<file path="src/design/c65eu_pkg.sv">
// Shared types and constants for the 6502 execute unit.
package c65eu_pkg;

    typedef enum logic [4:0] {
        K_NOP, K_ORA, K_AND, K_EOR, K_ADC, K_STA, K_LDA, K_CMP, K_SBC,
        K_BRANCH, K_RMW_MEM, K_RMW_ACC, K_STY, K_STX, K_LDY, K_LDX,
        K_CPX, K_CPY, K_BIT, K_FLAG, K_TAX, K_TAY, K_TSX, K_TXA, K_TYA,
        K_TXS, K_INX, K_DEX, K_INY, K_DEY, K_PUSH, K_PULL
    } kind_t;

    typedef struct packed {
        kind_t      kind;
        logic [2:0] sub;
        logic [7:0] op;
        logic [7:0] operand;
    } uop_t;

    localparam logic [7:0] FLAGS_RESET = 8'h24;
    localparam logic [7:0] SP_RESET    = 8'hFD;
    localparam int         FLAG_C = 0;
    localparam int         FLAG_Z = 1;
    localparam int         FLAG_I = 2;
    localparam int         FLAG_D = 3;
    localparam int         FLAG_B = 4;
    localparam int         FLAG_U = 5;
    localparam int         FLAG_V = 6;
    localparam int         FLAG_N = 7;

endpackage

</file>
<file path="src/design/c65eu_decode.sv">
// Front end: opcode classification into a micro-op.
module c65eu_decode
(
    input  logic [7:0]       op,
    input  logic [7:0]       operand,
    output c65eu_pkg::uop_t  uop
);

    always_comb
    begin
        uop.op      = op;
        uop.operand = operand;
        uop.sub     = op[7:5];
        uop.kind    = c65eu_pkg::K_NOP;
        if (op[1:0] == 2'b01 && op != 8'h89)
        begin
            case (op[7:5])
                3'd0:    uop.kind = c65eu_pkg::K_ORA;
                3'd1:    uop.kind = c65eu_pkg::K_AND;
                3'd2:    uop.kind = c65eu_pkg::K_EOR;
                3'd3:    uop.kind = c65eu_pkg::K_ADC;
                3'd4:    uop.kind = c65eu_pkg::K_STA;
                3'd5:    uop.kind = c65eu_pkg::K_LDA;
                3'd6:    uop.kind = c65eu_pkg::K_CMP;
                default: uop.kind = c65eu_pkg::K_SBC;
            endcase
        end
        else if (op[4:0] == 5'h10)
        begin
            uop.kind = c65eu_pkg::K_BRANCH;
        end
        else
        begin
            case (op)
                8'h06, 8'h0E, 8'h16, 8'h1E, 8'h26, 8'h2E, 8'h36, 8'h3E,
                8'h46, 8'h4E, 8'h56, 8'h5E, 8'h66, 8'h6E, 8'h76, 8'h7E,
                8'hC6, 8'hCE, 8'hD6, 8'hDE, 8'hE6, 8'hEE, 8'hF6, 8'hFE:
                    uop.kind = c65eu_pkg::K_RMW_MEM;
                8'h0A, 8'h2A, 8'h4A, 8'h6A: uop.kind = c65eu_pkg::K_RMW_ACC;
                8'h84, 8'h8C, 8'h94: uop.kind = c65eu_pkg::K_STY;
                8'h86, 8'h8E, 8'h96: uop.kind = c65eu_pkg::K_STX;
                8'hA0, 8'hA4, 8'hAC, 8'hB4, 8'hBC: uop.kind = c65eu_pkg::K_LDY;
                8'hA2, 8'hA6, 8'hAE, 8'hB6, 8'hBE: uop.kind = c65eu_pkg::K_LDX;
                8'hE0, 8'hE4, 8'hEC: uop.kind = c65eu_pkg::K_CPX;
                8'hC0, 8'hC4, 8'hCC: uop.kind = c65eu_pkg::K_CPY;
                8'h24, 8'h2C: uop.kind = c65eu_pkg::K_BIT;
                8'h18, 8'h38, 8'h58, 8'h78, 8'hB8, 8'hD8, 8'hF8:
                    uop.kind = c65eu_pkg::K_FLAG;
                8'hAA: uop.kind = c65eu_pkg::K_TAX;
                8'hA8: uop.kind = c65eu_pkg::K_TAY;
                8'hBA: uop.kind = c65eu_pkg::K_TSX;
                8'h8A: uop.kind = c65eu_pkg::K_TXA;
                8'h98: uop.kind = c65eu_pkg::K_TYA;
                8'h9A: uop.kind = c65eu_pkg::K_TXS;
                8'hE8: uop.kind = c65eu_pkg::K_INX;
                8'hCA: uop.kind = c65eu_pkg::K_DEX;
                8'hC8: uop.kind = c65eu_pkg::K_INY;
                8'h88: uop.kind = c65eu_pkg::K_DEY;
                8'h48, 8'h08: uop.kind = c65eu_pkg::K_PUSH;
                8'h68, 8'h28: uop.kind = c65eu_pkg::K_PULL;
                default: uop.kind = c65eu_pkg::K_NOP;
            endcase
        end
    end

endmodule

</file>
<file path="src/design/c65eu_queue.sv">
// Two-entry queue of decoded micro-ops between front and back end.
module c65eu_queue
(
    input  logic             clk,
    input  logic             rst_n,
    input  logic             in_valid,
    output logic             in_ready,
    input  c65eu_pkg::uop_t  in_uop,
    output logic             out_valid,
    input  logic             out_ready,
    output c65eu_pkg::uop_t  out_uop
);

    c65eu_pkg::uop_t mem_reg [2];
    logic       wr_ptr_reg, rd_ptr_reg;
    logic [1:0] count_reg;
    logic       push, pop;

    assign in_ready  = (count_reg != 2'd2);
    assign out_valid = (count_reg != 2'd0);
    assign out_uop   = mem_reg[rd_ptr_reg];
    assign push      = in_valid && in_ready;
    assign pop       = out_valid && out_ready;

    always_ff @(posedge clk)
    begin
        if (push)
        begin
            mem_reg[wr_ptr_reg] <= in_uop;
        end
    end

    always_ff @(posedge clk or negedge rst_n)
    begin
        if (!rst_n)
        begin
            wr_ptr_reg <= 1'b0;
            rd_ptr_reg <= 1'b0;
            count_reg  <= 2'd0;
        end
        else
        begin
            if (push) wr_ptr_reg <= ~wr_ptr_reg;
            if (pop)  rd_ptr_reg <= ~rd_ptr_reg;
            count_reg <= count_reg + {1'b0, push} - {1'b0, pop};
        end
    end

endmodule

</file>
<file path="src/design/c65eu_execute.sv">
// Back end: register file, ALU, flags and the registered result.
module c65eu_execute
(
    input  logic             clk,
    input  logic             rst_n,
    input  logic             decimal_enable,
    input  logic             in_valid,
    output logic             in_ready,
    input  c65eu_pkg::uop_t  uop,
    output logic             out_valid,
    input  logic             out_ready,
    output logic [57:0]      result
);

    logic [7:0] acc_reg, x_reg, y_reg, sp_reg, flags_reg;
    logic [7:0] acc_next, x_next, y_next, sp_next, flags_next;
    logic [7:0] wd, slot;
    logic       we, br;
    logic       valid_reg;
    logic [57:0] result_reg;
    logic       fire;

    logic [7:0] m, rmw_in, rmw_out, cmp_r;
    logic       c_in, bcd;
    logic [8:0] bsum, ssum, dt, dt2;
    logic [7:0] inv;
    logic [4:0] dlo;
    logic [5:0] slo;
    logic [9:0] st;
    logic [8:0] cmp_d;
    logic       flag_sel;

    assign in_ready = !valid_reg || out_ready;
    assign fire     = in_valid && in_ready;
    assign out_valid = valid_reg;
    assign result    = result_reg;

    assign m    = uop.operand;
    assign c_in = flags_reg[c65eu_pkg::FLAG_C];
    assign bcd  = decimal_enable && flags_reg[c65eu_pkg::FLAG_D];
    assign inv  = ~m;
    assign bsum = {1'b0, acc_reg} + {1'b0, m} + {8'd0, c_in};
    assign ssum = {1'b0, acc_reg} + {1'b0, inv} + {8'd0, c_in};

    // Decimal ADC adjust
    always_comb
    begin
        logic [4:0] lo0;
        lo0 = {1'b0, acc_reg[3:0]} + {1'b0, m[3:0]} + {4'd0, c_in};
        if (lo0 >= 5'd10)
            dlo = {1'b1, 4'(lo0[3:0] + 4'd6)};
        else
            dlo = lo0;
        dt  = {1'b0, acc_reg[7:4], 4'd0} + {1'b0, m[7:4], 4'd0} + {4'd0, dlo};
        dt2 = (dt >= 9'h0A0) ? dt + 9'h060 : dt;
    end

    // Decimal SBC adjust, two's complement 10-bit
    always_comb
    begin
        logic [5:0] lo0;
        lo0 = {2'b0, acc_reg[3:0]} - {2'b0, m[3:0]} + {5'd0, c_in} - 6'd1;
        if (lo0[5])
            slo = {2'b11, 4'(lo0[3:0] + 4'd10)};
        else
            slo = lo0;
        st = {2'b0, acc_reg[7:4], 4'd0} - {2'b0, m[7:4], 4'd0}
           + {{4{slo[5]}}, slo};
        if (st[9]) st = st - 10'h060;
    end

    always_comb
    begin
        case (uop.kind)
            c65eu_pkg::K_CPX: cmp_r = x_reg;
            c65eu_pkg::K_CPY: cmp_r = y_reg;
            default:          cmp_r = acc_reg;
        endcase
        cmp_d = {1'b0, cmp_r} - {1'b0, m};
        rmw_in = (uop.kind == c65eu_pkg::K_RMW_ACC) ? acc_reg : m;
        case (uop.sub)
            3'd0:    rmw_out = {rmw_in[6:0], 1'b0};
            3'd1:    rmw_out = {rmw_in[6:0], c_in};
            3'd2:    rmw_out = {1'b0, rmw_in[7:1]};
            3'd3:    rmw_out = {c_in, rmw_in[7:1]};
            3'd6:    rmw_out = rmw_in - 8'd1;
            default: rmw_out = rmw_in + 8'd1;
        endcase
        case (uop.op[7:6])
            2'd0:    flag_sel = flags_reg[c65eu_pkg::FLAG_N];
            2'd1:    flag_sel = flags_reg[c65eu_pkg::FLAG_V];
            2'd2:    flag_sel = flags_reg[c65eu_pkg::FLAG_C];
            default: flag_sel = flags_reg[c65eu_pkg::FLAG_Z];
        endcase
    end

    always_comb
    begin
        logic [7:0] nz;
        logic       set_nz;
        acc_next = acc_reg;
        x_next = x_reg;
        y_next = y_reg;
        sp_next = sp_reg;
        flags_next = flags_reg;
        wd = 8'd0;
        we = 1'b0;
        slot = 8'd0;
        br = 1'b0;
        nz = 8'd0;
        set_nz = 1'b0;
        case (uop.kind)
            c65eu_pkg::K_ORA: begin acc_next = acc_reg | m; nz = acc_next; set_nz = 1'b1; end
            c65eu_pkg::K_AND: begin acc_next = acc_reg & m; nz = acc_next; set_nz = 1'b1; end
            c65eu_pkg::K_EOR: begin acc_next = acc_reg ^ m; nz = acc_next; set_nz = 1'b1; end
            c65eu_pkg::K_LDA: begin acc_next = m; nz = m; set_nz = 1'b1; end
            c65eu_pkg::K_STA: begin wd = acc_reg; we = 1'b1; end
            c65eu_pkg::K_ADC:
            begin
                if (bcd)
                begin
                    flags_next[c65eu_pkg::FLAG_Z] = (bsum[7:0] == 8'd0);
                    flags_next[c65eu_pkg::FLAG_N] = dt[7];
                    flags_next[c65eu_pkg::FLAG_V] = (acc_reg[7] ^ dt[7]) & (m[7] ^ dt[7]);
                    flags_next[c65eu_pkg::FLAG_C] = dt2[8] || (dt >= 9'h0A0);
                    acc_next = dt2[7:0];
                end
                else
                begin
                    flags_next[c65eu_pkg::FLAG_C] = bsum[8];
                    flags_next[c65eu_pkg::FLAG_V] =
                        (acc_reg[7] ^ bsum[7]) & (m[7] ^ bsum[7]);
                    acc_next = bsum[7:0];
                    nz = bsum[7:0];
                    set_nz = 1'b1;
                end
            end
            c65eu_pkg::K_SBC:
            begin
                flags_next[c65eu_pkg::FLAG_C] = ssum[8];
                flags_next[c65eu_pkg::FLAG_V] =
                    (acc_reg[7] ^ ssum[7]) & (inv[7] ^ ssum[7]);
                nz = ssum[7:0];
                set_nz = 1'b1;
                acc_next = bcd ? st[7:0] : ssum[7:0];
            end
            c65eu_pkg::K_CMP, c65eu_pkg::K_CPX, c65eu_pkg::K_CPY:
            begin
                flags_next[c65eu_pkg::FLAG_C] = !cmp_d[8];
                flags_next[c65eu_pkg::FLAG_Z] = (cmp_r == m);
                flags_next[c65eu_pkg::FLAG_N] = cmp_d[7];
            end
            c65eu_pkg::K_BRANCH: br = (flag_sel == uop.op[5]);
            c65eu_pkg::K_RMW_MEM, c65eu_pkg::K_RMW_ACC:
            begin
                if (uop.sub == 3'd0 || uop.sub == 3'd1)
                    flags_next[c65eu_pkg::FLAG_C] = rmw_in[7];
                else if (uop.sub == 3'd2 || uop.sub == 3'd3)
                    flags_next[c65eu_pkg::FLAG_C] = rmw_in[0];
                nz = rmw_out;
                set_nz = 1'b1;
                if (uop.kind == c65eu_pkg::K_RMW_ACC)
                    acc_next = rmw_out;
                else
                begin
                    wd = rmw_out;
                    we = 1'b1;
                end
            end
            c65eu_pkg::K_STY: begin wd = y_reg; we = 1'b1; end
            c65eu_pkg::K_STX: begin wd = x_reg; we = 1'b1; end
            c65eu_pkg::K_LDY: begin y_next = m; nz = m; set_nz = 1'b1; end
            c65eu_pkg::K_LDX: begin x_next = m; nz = m; set_nz = 1'b1; end
            c65eu_pkg::K_BIT:
            begin
                flags_next[c65eu_pkg::FLAG_Z] = ((acc_reg & m) == 8'd0);
                flags_next[7:6] = m[7:6];
            end
            c65eu_pkg::K_FLAG:
            begin
                case (uop.op[7:5])
                    3'd0: flags_next[c65eu_pkg::FLAG_C] = 1'b0;
                    3'd1: flags_next[c65eu_pkg::FLAG_C] = 1'b1;
                    3'd2: flags_next[c65eu_pkg::FLAG_I] = 1'b0;
                    3'd3: flags_next[c65eu_pkg::FLAG_I] = 1'b1;
                    3'd5: flags_next[c65eu_pkg::FLAG_V] = 1'b0;
                    3'd6: flags_next[c65eu_pkg::FLAG_D] = 1'b0;
                    3'd7: flags_next[c65eu_pkg::FLAG_D] = 1'b1;
                    default: flags_next = flags_reg;
                endcase
            end
            c65eu_pkg::K_TAX: begin x_next = acc_reg; nz = acc_reg; set_nz = 1'b1; end
            c65eu_pkg::K_TAY: begin y_next = acc_reg; nz = acc_reg; set_nz = 1'b1; end
            c65eu_pkg::K_TSX: begin x_next = sp_reg; nz = sp_reg; set_nz = 1'b1; end
            c65eu_pkg::K_TXA: begin acc_next = x_reg; nz = x_reg; set_nz = 1'b1; end
            c65eu_pkg::K_TYA: begin acc_next = y_reg; nz = y_reg; set_nz = 1'b1; end
            c65eu_pkg::K_TXS: sp_next = x_reg;
            c65eu_pkg::K_INX: begin x_next = x_reg + 8'd1; nz = x_next; set_nz = 1'b1; end
            c65eu_pkg::K_DEX: begin x_next = x_reg - 8'd1; nz = x_next; set_nz = 1'b1; end
            c65eu_pkg::K_INY: begin y_next = y_reg + 8'd1; nz = y_next; set_nz = 1'b1; end
            c65eu_pkg::K_DEY: begin y_next = y_reg - 8'd1; nz = y_next; set_nz = 1'b1; end
            c65eu_pkg::K_PUSH:
            begin
                // PHA is 0x48, PHP 0x08
                wd = uop.op[6] ? acc_reg : (flags_reg | 8'h10);
                we = 1'b1;
                slot = sp_reg;
                sp_next = sp_reg - 8'd1;
            end
            c65eu_pkg::K_PULL:
            begin
                sp_next = sp_reg + 8'd1;
                slot = sp_next;
                if (uop.op[6])
                begin
                    acc_next = m;
                    nz = m;
                    set_nz = 1'b1;
                end
                else
                    flags_next = m | 8'h20;
            end
            default: ;
        endcase
        if (set_nz)
        begin
            flags_next[c65eu_pkg::FLAG_Z] = (nz == 8'd0);
            flags_next[c65eu_pkg::FLAG_N] = nz[7];
        end
    end

    always_ff @(posedge clk or negedge rst_n)
    begin
        if (!rst_n)
        begin
            acc_reg   <= 8'd0;
            x_reg     <= 8'd0;
            y_reg     <= 8'd0;
            sp_reg    <= c65eu_pkg::SP_RESET;
            flags_reg <= c65eu_pkg::FLAGS_RESET;
            valid_reg <= 1'b0;
        end
        else
        begin
            if (fire)
            begin
                acc_reg   <= acc_next;
                x_reg     <= x_next;
                y_reg     <= y_next;
                sp_reg    <= sp_next;
                flags_reg <= flags_next;
                valid_reg <= 1'b1;
            end
            else if (out_ready)
            begin
                valid_reg <= 1'b0;
            end
        end
    end

    always_ff @(posedge clk)
    begin
        if (fire)
        begin
            result_reg <= {sp_next, y_next, x_next, acc_next, flags_next, br, slot, we, wd};
        end
    end

endmodule

</file>
<file path="src/design/cpu6502_execute_unit.sv">
// Top level of the 6502 execute unit: decode, queue and execute.
//
//  channel   direction  payload
//  s_axis    in         tdata = op[7:0], operand[15:8]
//  m_axis    out        tdata = write_data .. sp_out, 58 bits padded to 64
//  cfg       in         cfg_data = decimal_enable
//
// One opcode per cycle sustained while m_axis accepts results; each passes
// from request to result through the queue write, then the register-file update with the output register.
// Reset clears A, X, Y, sets SP to 0xFD and flags to 0x24, decimal on.
// A stall on m_axis fills the output register and the two-entry queue, then
// holds s_axis_tready low.
module cpu6502_execute_unit
(
    input  logic        clk,
    input  logic        rst_n,
    input  logic        s_axis_tvalid,
    output logic        s_axis_tready,
    input  logic [15:0] s_axis_tdata,   // op, operand
    output logic        m_axis_tvalid,
    input  logic        m_axis_tready,
    output logic [63:0] m_axis_tdata,   // write_data, write_enable, stack_slot,
                                        // branch_taken, status_out, acc_out,
                                        // x_out, y_out, sp_out, zero pad
    input  logic        cfg_valid,
    output logic        cfg_ready,
    input  logic        cfg_data
);

    c65eu_pkg::uop_t dec_uop, q_uop;
    logic            q_valid, q_ready;
    logic            decimal_enable_reg;
    logic [57:0]     result;

    assign cfg_ready = 1'b1;

    always_ff @(posedge clk or negedge rst_n)
    begin
        if (!rst_n)
            decimal_enable_reg <= 1'b1;
        else if (cfg_valid)
            decimal_enable_reg <= cfg_data;
    end

    c65eu_decode u_decode
    (
        .op      (s_axis_tdata[7:0]),
        .operand (s_axis_tdata[15:8]),
        .uop     (dec_uop)
    );

    c65eu_queue u_queue
    (
        .clk       (clk),
        .rst_n     (rst_n),
        .in_valid  (s_axis_tvalid),
        .in_ready  (s_axis_tready),
        .in_uop    (dec_uop),
        .out_valid (q_valid),
        .out_ready (q_ready),
        .out_uop   (q_uop)
    );

    c65eu_execute u_execute
    (
        .clk            (clk),
        .rst_n          (rst_n),
        .decimal_enable (decimal_enable_reg),
        .in_valid       (q_valid),
        .in_ready       (q_ready),
        .uop            (q_uop),
        .out_valid      (m_axis_tvalid),
        .out_ready      (m_axis_tready),
        .result         (result)
    );

    assign m_axis_tdata = {6'd0, result};

endmodule
</file>
<file path="config.mk">
export PLATFORM = sky130hd
export DESIGN_NAME = cpu6502_execute_unit
export DESIGN_NICKNAME = d
export VERILOG_FILES = /design/src/design/c65eu_pkg.sv /design/src/design/c65eu_decode.sv /design/src/design/c65eu_queue.sv /design/src/design/c65eu_execute.sv /design/src/design/cpu6502_execute_unit.sv
export SDC_FILE = /design/constraint.sdc
export NUM_CORES = 1
export LEC_CHECK = 0
export ABC_AREA = 1
export BUFFER_PORTS_ARGS = -buffer_cell sky130_fd_sc_hd__clkbuf_2
export CORE_MARGIN = 1
export CORE_UTILIZATION = 40
export DETAILED_ROUTE_END_ITERATION = 8
export SYNTH_ARGS = -nofsm -noshare
export SYNTH_HDL_FRONTEND = slang
export SYNTH_HIERARCHICAL = 1
export SYNTH_SLANG_ARGS = --single-unit
export TNS_END_PERCENT = 20
</file>
<file path="constraint.sdc">
create_clock -name clk -period 13.9 [get_ports clk]
set_clock_uncertainty 0.2 [all_clocks]
set_input_delay 4.17 -clock clk [delete_from_list [all_inputs] [get_ports clk]]
set_output_delay 4.17 -clock clk [all_outputs]
set_load 0.1 [all_outputs]
</file>
Yosys cells after proc, flatten, opt, wreduce, memory -nomap -nowiden:

Memories as Yosys holds them, arrays and structs flattened.
Cells that the tools add are included.

* flip-flop bits (word level): 104
* memory bits (writable): 48
* bits in read-only memories: 1280
* output and inout port bits: 67
* word-level logic and storage cells: 192
* memories kept: 2

Memory list
* (name not given): words 256, bits a word 5, rd ports 1, clocked after memory_dff 0, write ports 0, line c65eu_decode.sv:34 `case (op)`
* u_queue.mem_reg: words 2, bits a word 24, rd ports 1, clocked after memory_dff 0, write ports 1, line c65eu_queue.sv:14 `c65eu_pkg::uop_t mem_reg [2];`

* add/sub/neg operators: 28
* magnitude comparators: 2
* equal/unequal tests: 55
* multiplexer cells: 53
* bitwise operators: 15
* reduce and logical (&&, ||, !) cells: 25

Operator list (number)
* 8-bit case mux with 16 select lines: 1
* 8-bit case mux with 5 select lines: 3
* 8-bit 2-to-1 mux: 11
* 5-bit == test, second input constant: 17
* 8-bit case mux with 10 select lines: 1
* 5-bit by 4-bit == test with 1-bit output, second input constant: 8
* 8-bit by 1-bit adder with 8-bit output, second input constant: 4
* 8-bit case mux with 2 select lines: 2
* 8-bit case mux with 4 select lines: 1
* 8-bit by 1-bit subtractor with 8-bit output, second input constant: 4
* 4-bit case mux with 7 select lines: 1
* 8-bit by 8-bit adder with 9-bit output: 3
* 8-bit logical NOT: 3
* 8-bit case mux with 3 select lines: 1
* 3-bit == test, second input constant: 7
* 5-bit by 3-bit == test with 1-bit output, second input constant: 4
* 9-bit by 1-bit adder with 9-bit output: 2
* 3-bit by 2-bit == test with 1-bit output, second input constant: 6
* 18-bit OR reduction: 1
* 8-bit by 8-bit subtractor with 9-bit output: 2
* 1-bit 2-to-1 mux: 16
* 5-bit 2-to-1 mux: 3
* 9-bit by 6-bit adder with 10-bit output: 1
* 5-bit by 2-bit == test with 1-bit output, second input constant: 2
* other kinds (46): 74

Logic depth before layout (Yosys ltp):

Gate-level depths: netlist (run 1).
An unclocked memory read counts as a cell.

* depth after elaboration: 11
* gate-level depth with buffers: 31

Modules after synthesis:

The synthesis (run 1) kept the hierarchy.

Modules (own cells, without submodules)
* c65eu_execute: instances 1, cells each 1461, area an instance 9764.4 um^2, seq. area each 2778.9 um^2
* c65eu_queue: instances 1, cells each 157, area an instance 1991.9 um^2, seq. area each 1541.5 um^2
* c65eu_decode: instances 1, cells each 150, area an instance 763.2 um^2, seq. area each 0.0 um^2
* cpu6502_execute_unit: instances 1, cells each 14, area an instance 101.3 um^2, seq. area each 26.3 um^2

Least setup slack after synthesis (run 1):

Ideal clock, no wire load.

* path type: input-to-reg
* from: input m_axis_tready
* to: register u_execute.result_reg[0], in the netlist u_execute/result[0], enable pin
* library setup time: 392 ps
* arrival time: 5458 ps
* data required time: 13308 ps
* setup slack: 7850 ps
* cell stages on the path: 5
* cells stage by stage: inv_1 > nand2_1 > nand2_1 > inv_2 > buf_2

* cells in the longest elaborated chain, start to end: 2

RTL lines
* start, declared: line cpu6502_execute_unit.sv:21 `input logic m_axis_tready,`
* 1-bit logical OR: line c65eu_execute.sv:33 `assign in_ready = !valid_reg || out_ready;`
* via q_ready: line cpu6502_execute_unit.sv:31 `logic q_valid, q_ready;`
* 1-bit logical AND: line c65eu_execute.sv:34 `assign fire = in_valid && in_ready;`
* via u_execute.fire: line c65eu_execute.sv:21 `logic fire;`
* end signal, assigned: line c65eu_execute.sv:265 `result_reg <= {sp_next, y_next, x_next, acc_next, flags_next, br, slot, we, wd};`
* end, declared: line c65eu_execute.sv:20 `logic [57:0] result_reg;`

The timed path passes the listed nets, and every way through them passes these cells.
A chain may end at the register's enable or synchronous reset.

Final worst setup path (run 1):

* from: input m_axis_tready
* to: register u_execute.result_reg[42], in the netlist u_execute/result[42], enable pin

* cells in the longest elaborated chain, start to end: 2

RTL lines (line)
* 1-bit logical OR: c65eu_execute.sv:33
* via q_ready: cpu6502_execute_unit.sv:31
* 1-bit logical AND: c65eu_execute.sv:34

The timed path passes the listed nets, and every way through them passes these cells.

==> flow_metrics.tcl, run 1 <==
set metrics [dict create \
    status "completed" \
    syn2layout_area_growth_pct 9.85 \
    setup_tns_ns 0 \
    maxSlewHeadroom_pct 33.5 \
    worst-path-max-fanout 89 \
    fill_cells 3135 \
    hold_violations 0 \
    cpMaxStageDelayCell "buf_4" \
    start_util_pct 40.9 \
    cts_buffers 17 \
    post-dp-hpwl_mm 38.1 \
    vias_per_cell 5.76 \
    fin_nets 1902 \
    cts_buffer_depth 2 \
    rows 63 \
    path_common_cell "nand2_1" \
    syn_area_per_cell_um2 6.98 \
    crit_chain "clkbuf_2 > inv_1 > nand2_1 > nand2_1 > inv_4 > buf_4" \
    ant_nets 0 \
    slew_viol_final 0 \
    dieWidth_um 177 \
    cp_data_arrival_time_ns 6.01 \
    endpoint_kind "flop" \
    cts.root.buffer_cell "clkbuf_16" \
    post-cts-setup-buffers 0 \
    regToRegSetupSlack_ns 7.80 \
    grt_pass1_wl_mm 74.0 \
    syn_inst 1752 \
    cts-hold-fix-buffers 0 \
    grt_pass1_vias 11800 \
    path_class "input pin to flop" \
    cts.sinks 142 \
    dr.pass1.iters 6 \
    cts_resized 0 \
    drt_iter0_drc 1485 \
    holdWs_ns 0.276 \
    die-area_um2 31300 \
    routed_wl_mm 49.7 \
    yosysWarnings 6 \
    path_delay_family "buffers and inverters" \
    place_ws_ns 7.31 \
    core_area_um2 29900 \
    syn-cell-area_um2 12200 \
    tightest_slew_ns 0.990 \
    insertion_delay_ns 0.44 \
    timing.fmax_mhz 162 \
    vias 12700 \
    htreeDepth 4 \
    setup-violations-final 0 \
    maxCapViolCount 0 \
    gr-usage-all-layers_pct 32.4 \
    die_h_um 177 \
    avgRoutedWirePerCell_um 22.5 \
    drive_gt1_share_pct 10.1 \
    grt_remaining_overflow 0 \
    cts_tree "yes" \
    fin_crit_sh_pct 44.3 \
    fin_ws_ns 7.75 \
    largest_reg_flops 58 \
    start_kind "input pin" \
    path_buf_inv 4 \
    hold_class "flop to flop" \
    antenna_found_initial 1 \
    period_needed_ns 6.15 \
    clkTransAtPathRegs_ns 0.06 \
    rsz0062_at_grt "false" \
    io_pins 89 \
    portBuffers 81 \
    required_ns 13.76 \
    grt_max_degree 90 \
    max_stage_delay_ns 0.77 \
    gp_congestion 1.05 \
    drc_errors 0 \
]
==> through the flow <==
stage          utilization [%]  area (um^2)  std cells
2_1_floorplan                -        12200       1757
3_3_place_gp              43.0        12800       2174
3_5_place_dp              43.0        12800       2174
4_1_cts                   45.0        13400       2206
5_1_grt                   45.0        13400       2206
6_report                  45.0        13400       2207
==> final cells by class <==
class / count / area, um^2 / share of cell area, %
Multi-Input combinational cell: 1339 / 7010 / 52.2
Sequential cell: 142 / 4050 / 30.1
Inverter: 207 / 785 / 5.84
Timing Repair Buffer: 96 / 518 / 3.86
Tap cell: 390 / 488 / 3.63
Clock buffer: 17 / 425 / 3.17
Clock inverter: 15 / 154 / 1.15
Antenna cell: 1 / 2.50 / 0.0186
==> final timing paths <==
| path | from | end | cells past startpoint |
|---|---|---|---|
| max in group asynchronous | rst_n | u_execute/acc_reg[0] | 2 |
| worst min register to register | u_queue/wr_ptr_reg | u_queue/wr_ptr_reg | 2 |
| worst max register to register | u_queue/rd_ptr_reg | u_execute/result[33] | 27 |
| worst max-delay path | m_axis_tready | u_execute/result[42] | 6 |
| worst min-delay path | u_queue/wr_ptr_reg | u_queue/wr_ptr_reg | 2 |
| min in group asynchronous | rst_n | u_execute/y_reg[4] | 2 |
==> worst reg2reg max path, stage by stage (launching register included) <==
cell,delay [ns]
dfrtp_1,0.68
inv_6,0.31
nand2_1,0.08
nand2_1,0.06
buf_4,0.25
inv_1,0.24
fa_1,0.50
fa_1,0.40
nand2_1,0.10
nand2_1,0.12
ha_1,0.22
inv_1,0.08
a31oi_1,0.05
o21ai_1,0.24
inv_1,0.11
fa_1,0.36
inv_1,0.07
ha_1,0.16
inv_1,0.06
fa_1,0.37
xor2_1,0.47
nor3_1,0.13
nand3_1,0.12
nand2_1,0.14
nand2_1,0.09
nand2_1,0.05
nand2_1,0.08
nand4_1,0.11
==> metal layers <==
| metal | vias up | global-route usage, % | wire length (um) | share of wire, % |
|---|---|---|---|---|
| li1 | 5975 | - | - | - |
| met2 | 659 | 49.2 | 21800 | 44 |
| met4 | 0 | 14.2 | 2040 | 4.1 |
| met3 | 119 | 6.31 | 4570 | 9.2 |
| met1 | 5959 | 44.4 | 21400 | 43 |
| met5 | - | 0 | 0 | 0 |
==> layout by cell type, fill, tap and decap left out, drive strengths merged, types with 21 or more instances in the layout <==
cell / count
dfrtp: 36
nand3: 158
nor2: 191
clkbuf: 98
nand4: 53
ha: 65
edfxtp: 96
nand2: 539
nor3: 27
a21oi: 67
o221ai: 21
inv: 211
o21ai: 87
Power of run 1 is left out: the tool's default activity adds up to more than one toggle a clock period on the data nets, which glitch-free logic cannot reach.
==> run 2: changes to the inputs <==
==> constraint.sdc (replaced) <==
create_clock -name clk -period 5.4 [get_ports clk]
set_clock_uncertainty 0.2 [all_clocks]
set_input_delay 1.62 -clock clk [delete_from_list [all_inputs] [get_ports clk]]
set_output_delay 1.62 -clock clk [all_outputs]
set_load 0.1 [all_outputs]
==> flow_metrics.tcl, run 2 (synthesis gave the netlist of run 1 again) <==
set metrics [dict create \
    core_area_um2 29900 \
    grt_remaining_overflow 0 \
    rsz0062_at_grt "false" \
    setup-violations-final 0 \
    largest_reg_flops 58 \
    cts_buffer_depth 2 \
    timing.rr.start "u_queue/rd_ptr_reg" \
    required_ns 5.48 \
    hold_end "decimal_enable_reg" \
    setup_tns_ns 0 \
    cts_buffers 17 \
    path_class "flop to flop" \
    drc_errors 0 \
    layout_commonest_cell "nand2_1" \
    final_cell_mix "529 x nand2_1, 192 x inv_1, 181 x nor2_1, 157 x nand3_1, 96 x edfxtp_1" \
    cp_data_arrival_time_ns 5.10 \
    avgRoutedWirePerCell_um 23.3 \
    fin_crit_sh_pct 93.0 \
    routed_wl_mm 52.1 \
    slew_viol_final 0 \
    n_antenna_cell 0 \
    die_h_um 177 \
    ant_nets 0 \
    portBuffers 81 \
    regToRegSetupSlack_ns 0.38 \
    antenna_found_initial 0 \
    cts.root.buffer_cell "clkbuf_16" \
    htreeDepth 4 \
    post-dp-hpwl_mm 40.9 \
    timing.fmax_mhz 199 \
    insertion_delay_ns 0.44 \
    clkTransAtPathRegs_ns 0.07 \
    gr-usage-all-layers_pct 33.7 \
    hold_class "flop to flop" \
    worst-path-max-fanout 5 \
    drive_gt1_share_pct 11.9 \
    endpoint_kind "flop" \
    drt_iter0_drc 1405 \
    status "completed" \
    post-cts-setup-buffers 0 \
    grt_max_degree 95 \
    period_needed_ns 5.02 \
    tightest_slew_ns 0.933 \
    grt_pass1_vias 11900 \
    maxCapViolCount 0 \
    worstReg2RegEnd "u_execute/result[32]" \
    dieWidth_um 177 \
    maxSlewHeadroom_pct 37.3 \
    syn2layout_area_growth_pct 11.7 \
    vias_per_cell 5.84 \
    die-area_um2 31300 \
    dr.pass1.iters 6 \
    io_pins 89 \
    hold_violations 0 \
    gp_congestion 1.04 \
    start_kind "flop" \
    cts_tree "yes" \
    grt_pass1_wl_mm 76.9 \
    fin_nets 1933 \
    vias 13100 \
    start_util_pct 40.9 \
    worstHoldPathCells 2 \
    worstHoldStart "decimal_enable_reg" \
    r2r_cells 26 \
    rows 63 \
    cts.sinks 142 \
]
run 2: cell types whose count changed in the layout (fill, tap and decap cells not counted), sizes merged:
cell      delta
bufinv       -1
diode        -1
clkinvlp     +2
clkinv       -1
buf         +31
run 2: area by class of cell:
cell class                 instances  area (um^2)
fill                            3111        16200
clock buffer                      17          425
inverter                         207          785
timing repair buffer             127          763
tap                              390          488
multi-input combinational       1339         7030
clock inverter                    15          128
sequential                       142         4050
run 2: worst max-delay path: stages, from the launching register on:
cell and delay (ns):
dfrtp_1 0.45, inv_6 0.07, nand2_1 0.04, nand2_1 0.10, inv_1 0.10, fa_2 0.44
fa_1 0.40, nand2_1 0.10, nand2_1 0.10, ha_1 0.21, inv_1 0.07, a31oi_1 0.06
o21ai_2 0.18, inv_1 0.09, fa_1 0.44, inv_1 0.10, ha_1 0.16, inv_1 0.06
fa_1 0.55, nand4_1 0.10, nor3_1 0.17, nand3_1 0.11, nand2_1 0.16, inv_1 0.07
nand2_1 0.06, nand3_1 0.08, a21boi_0 0.19
run 2: repair_timing:
item | 4_1_cts | 5_1_grt
gates resized for setup | 0 | 5
hold buffers | 0 | 0
endpoints found under the setup margin | 0 | 6
run 2: worst max-delay path by stage:
stage                                  start  cells after the start                    to  slack, ns
after floorplan           u_queue/rd_ptr_reg                     27  u_execute/result[32]       0.56
after global placement    u_queue/rd_ptr_reg                     26  u_execute/result[31]       0.39
after detailed placement  u_queue/rd_ptr_reg                     26  u_execute/result[31]       0.27
after CTS                 u_queue/rd_ptr_reg                     26  u_execute/result[31]       0.23
after global routing      u_queue/rd_ptr_reg                     26  u_execute/result[31]       0.02
final                     u_queue/rd_ptr_reg                     26  u_execute/result[32]       0.38
run 2: metal layers:
metal / part of all wire, % / GRT usage [%]
met5: 0 / 0
met4: 4.5 / 15.7
met3: 9.1 / 6.70
met1: 43 / 46.6
met2: 43 / 50.3
run 2: metrics by stage:
stage | setup WS [ns] | util (%) | hold WS [ns] | instance area [um^2] | instances
2_1_floorplan | 0.557 | - | 0.242 | 12200 | 1757
3_3_place_gp | 0.389 | 43.8 | 0.254 | 13100 | 2205
3_5_place_dp | 0.269 | 43.8 | 0.261 | 13100 | 2205
4_1_cts | 0.229 | 45.7 | 0.277 | 13600 | 2237
5_1_grt | 0.0223 | 45.7 | 0.295 | 13700 | 2237
6_report | 0.378 | 45.7 | 0.273 | 13700 | 2237
Power of run 2 is left out for the same reason.
